## src/rtl/lzpad_pkg.sv

```systemverilog
// Shared types and constants for the LZ phrase adjacency decoder.
// Used by lzpad_ctrl, lzpad_datapath and the top level; depends on nothing.
package lzpad_pkg;

   localparam int KIND_WIDTH      = 2;
   localparam int INDEX_WIDTH     = 16;
   localparam int OFFSET_WIDTH    = 17;
   localparam int SYMBOL_WIDTH    = 32;
   localparam int PARENT_WIDTH    = 16;
   localparam int NODE_WIDTH      = 13;
   localparam int DEGREE_WIDTH    = 7;
   localparam int REQ_DATA_WIDTH  = 96;
   localparam int RSP_DATA_WIDTH  = 40;

   localparam logic [KIND_WIDTH-1:0] KIND_LOAD_NODE   = 2'd0;
   localparam logic [KIND_WIDTH-1:0] KIND_LOAD_PHRASE = 2'd1;
   localparam logic [KIND_WIDTH-1:0] KIND_QUERY       = 2'd2;

   typedef struct packed {
      logic [KIND_WIDTH-1:0]   kind;
      logic [INDEX_WIDTH-1:0]  index;
      logic [OFFSET_WIDTH-1:0] offset_value;
      logic [SYMBOL_WIDTH-1:0] symbol;
      logic [PARENT_WIDTH-1:0] parent;
      logic [NODE_WIDTH-1:0]   node;
   } lzpad_req_type;

   // Commands from the controller to the datapath.
   typedef struct packed {
      logic accept;
      logic start_query;
      logic latch_lo;
      logic walk_init;
      logic walk_step;
      logic emit_step;
      logic empty_out;
   } lzpad_cmd_type;

   // Status from the datapath back to the controller.
   typedef struct packed {
      logic node_bad;
      logic range_empty;
      logic walk_end;
      logic emit_done;
      logic out_free;
   } lzpad_status_type;

endpackage

```

## src/rtl/lzpad_ctrl.sv

```systemverilog
// Query sequencer for the LZ phrase adjacency decoder.
// Drives lzpad_datapath through lzpad_pkg command and status structs.
module lzpad_ctrl (
   input  logic                                 clock,
   input  logic                                 reset,
   input  logic                                 req_tvalid,
   output logic                                 req_tready,
   input  logic [lzpad_pkg::KIND_WIDTH-1:0]     req_kind,
   input  lzpad_pkg::lzpad_status_type          status,
   output lzpad_pkg::lzpad_cmd_type             cmd
);
   import lzpad_pkg::*;

   localparam logic [2:0] ST_IDLE   = 3'd0;
   localparam logic [2:0] ST_OFF_LO = 3'd1;
   localparam logic [2:0] ST_OFF_HI = 3'd2;
   localparam logic [2:0] ST_WALK   = 3'd3;
   localparam logic [2:0] ST_EMIT   = 3'd4;
   localparam logic [2:0] ST_EMPTY  = 3'd5;

   logic [2:0] state_ff;
   logic [2:0] state_in;
   logic       accept;

   assign req_tready = (state_ff == ST_IDLE);
   assign accept     = req_tvalid && req_tready;

   always_comb begin
      state_in = state_ff;
      cmd      = '0;
      case (state_ff)
         ST_IDLE: begin
            cmd.accept = accept;
            if (accept && req_kind == KIND_QUERY) begin
               cmd.start_query = 1'b1;
               state_in = status.node_bad ? ST_EMPTY : ST_OFF_LO;
            end
         end
         ST_OFF_LO: begin
            cmd.latch_lo = 1'b1;
            state_in     = ST_OFF_HI;
         end
         ST_OFF_HI: begin
            if (status.range_empty) begin
               state_in = ST_EMPTY;
            end else begin
               cmd.walk_init = 1'b1;
               state_in      = ST_WALK;
            end
         end
         ST_WALK: begin
            cmd.walk_step = 1'b1;
            if (status.walk_end) begin
               state_in = ST_EMIT;
            end
         end
         ST_EMIT: begin
            cmd.emit_step = 1'b1;
            if (status.emit_done) begin
               state_in = ST_IDLE;
            end
         end
         ST_EMPTY: begin
            cmd.empty_out = 1'b1;
            if (status.out_free) begin
               state_in = ST_IDLE;
            end
         end
         default: begin
            state_in = ST_IDLE;
         end
      endcase
   end

   always_ff @(posedge clock) begin
      if (reset) begin
         state_ff <= ST_IDLE;
      end else begin
         state_ff <= state_in;
      end
   end

endmodule

```

## config.mk

```make
export PLATFORM = sky130hd
export DESIGN_NAME = lzpad_ctrl
export DESIGN_NICKNAME = d
export VERILOG_FILES = /design/src/rtl/lzpad_pkg.sv /design/src/rtl/lzpad_ctrl.sv
export SDC_FILE = /design/constraint.sdc
export NUM_CORES = 1
export LEC_CHECK = 0
export BUFFER_PORTS_ARGS = -buffer_cell sky130_fd_sc_hd__buf_2
export CAP_MARGIN = 20
export CORE_AREA = 3 3 40 42
export CTS_CLUSTER_DIAMETER = 120
export CTS_CLUSTER_SIZE = 40
export DETAILED_ROUTE_END_ITERATION = 10
export DIE_AREA = 0 0 43 45
export PLACE_DENSITY_LB_ADDON = 0.2
export SYNTH_ARGS = -nofsm -noshare
export SYNTH_HDL_FRONTEND = slang
export SYNTH_SLANG_ARGS = --single-unit
```

## constraint.sdc

```tcl
create_clock -name clock -period 1.8 [get_ports clock]
set_clock_uncertainty 0.2 [all_clocks]
set_input_delay 0.09 -clock clock [delete_from_list [all_inputs] [get_ports clock]]
set_output_delay 0.09 -clock clock [all_outputs]
set_load 0.01 [all_outputs]
```

==> reports/qor.csv <==
metric,value,unit
status,completed,
die area,1940,sq um
Async SR Flop Fraction,0,
drt first pass iters,2,
Hold Crit Start,status[2],
root buffer cell,clkbuf_4,
WP data required,1510,ps
"top cells by count, synth","4 x nor3b_1, 3 x dfxtp_1, 3 x nor2_1",
max cap viols,0,
Regs by FF count,state_ff x3,
CP Launch Type,flop,
max incr delay on CP,570,ps
final period utilization,0.918,
Total Neg Setup Slack,0,ps
TritonCTS buffer count,3,
Initial DRC Count,3,
cell count after synthesis,34,
critical path arrival,1360,ps
R2R depth,3,
clock latency on the worst-skew pair,230,ps
unrepaired setup endpoints after global routing,no,
worst min path class,in2reg,
"area leader, netlist",dfxtp_1,
routed len/inst,10.4,um
vias in the first global route,299,
layout cell share with drive strength beyond 1,0.434,
post-synthesis instance area,273,sq um
R2R Path Start,state_ff[2],
Starting Density,0.212,
post-synth top area share,0.220,
io pins,18,
CTS Buffer Depth,2,
GR Overflow Total,0,
Inst Count DP,63,
Synth cell types,24,
Least-Margin Pin Slew,430,ps
Placer Congestion,0.743,
Syn Area/Cell,8.02,sq um
Row Count,13,
Post-Route WL,707,um
CTS tree,yes,
final cell utilization of the core,0.301,
PwrDens,652,nW/um^2
Post-synth top flop,dfxtp_1,
Leak,0.179,nW
Syn-to-layout area delta,41.7,%
"Slew Viols, Final",0,
global-route wire length before repair,1280,um
Crit path max-delay family,flip-flops,
Nets,64,
vias per inst,4.57,
Worst-path clk slew,40,ps
Synth area leaders,"dfxtp_1 22%, nor3b_1 11%, buf_6 8.3%",
Max IR drop VDD,0.343,mV
H-Tree Depth,1,
via count,311,
Die Span X,43,um
total clock sinks,3,
Max Clk Rate,0.605,GHz
ant diodes,0,
synth warn,0,
Period minus WS final,1650,ps
core area,1280,sq um
crit path capture type,primary output,
GRT Total Usage,0.0874,
Detail Placement HPWL,562,um
Post-synth EDFFs,0,
fin cells,68,
CP max FO,14,
initial antenna violation count,0,
slowest cell on the critical path,dfxtp_1,
Crit Reg-Reg Endpoint,state_ff[2],
final number of setup-violating endpoints,0,
flop2flop setup slack,440,ps
Slew HR,0.713,
Reg with most FFs,state_ff,
largest net degree at the start of global routing,15,
CP bufs+invs,1,
overall power,0.252,mW
Seq cells post-synth,3,
ANT nets after route,0,
port bufs,17,
max reg flops,3,
syn_nets,44,
post-route DRC violation count,0,
Die H,45,um
postcts setup bufs,0,
hold depth,4,
"Hold Vio Cnt, Final",0,
"count leader, synth",nor3b_1,
"Seq/Total Area, Yosys",0.220,
hold worst-path end,state_ff[1],
CP cell instances,nor3_2 > and2_1 > and3b_1 > buf_2,
Setup Crit Path Kind,reg2out,
Worst Hold Slack,8.57,ps
## through the flow
step	setup WS, ps	instance area [sq um]
6_report	148	387
5_1_grt	19.1	387
4_1_cts	138	385
3_5_place_dp	383	349
3_3_place_gp	403	349
2_1_floorplan	390	273
## cells by family after synthesis
logic type,synth area share
buffers and inverters,0.115
flip-flops,0.220
AND/OR/NAND/NOR,0.436
multiplexers,0.0367
AO/OA/AOI/OAI,0.193
## power breakdown
part,total (mW),switching (mW),internal (mW)
clock,0.116,0.0331,0.0830
sequential,0.0813,0.0106,0.0707
combinational,0.0546,0.0249,0.0296
## cells in the final DEF, fill, tap and decap left out
master	synthesis	final
inv_1	1	1
nor3_1	1	1
nand3_1	1	1
dlygate4sd3_1	0	1
and3_1	1	1
nor4_1	1	1
a211o_1	1	1
and3b_1	1	1
o21ai_1	2	2
nand2b_1	1	1
dfxtp_2	0	1
a21oi_1	1	1
mux2i_1	1	1
a31o_1	1	1
o21ai_0	1	1
nand2_1	1	1
dfxtp_1	3	2
clkbuf_1	0	1
buf_2	1	17
a2111oi_2	1	1
nand3b_1	1	1
clkbuf_4	0	3
nor3b_1	4	4
nor2_1	3	3
nor3_2	1	1
nor2b_1	2	2
and2_1	1	1
## how the worst max path moves through the flow
stage / start / endpoint / depth (start not counted)
2_1_floorplan: state_ff[2] / cmd[5] / 4
3_3_place_gp: state_ff[0] / cmd[5] / 4
3_5_place_dp: state_ff[0] / cmd[5] / 4
4_1_cts: state_ff[0] / cmd[5] / 4
5_1_grt: state_ff[0] / cmd[5] / 4
6_report: state_ff[0] / cmd[5] / 4
## final cells by class
type,instances,area [sq um]
multi-input combinational,27,181
clock buffer,4,26.3
tap,15,18.8
fill,156,898
inverter,1,3.75
timing repair buffer,18,95.1
sequential,3,61.3
## worst reg2reg max path, cell delays in order, from the launching register on
cell       delay [ps]
dfxtp_1           530
nand2b_1          140
a2111oi_2         300
a31o_1            140
## routing by layer
layer | up-vias | part of all wire | track usage
li1 | 163 | - | -
met1 | 136 | 0.50 | 0.113
met2 | 12 | 0.40 | 0.129
met3 | 0 | 0.095 | 0.0478
met4 | 0 | 0 | 0.0181
met5 | - | 0 | 0
## timing repair
item | 4_1_cts | 5_1_grt
endpoints found under the hold margin | 2 | 0
endpoints found under the setup margin | 0 | 1
gates resized for setup | 0 | 1
hold buffers | 1 | 0
Power figures use the tool's default switching activity.
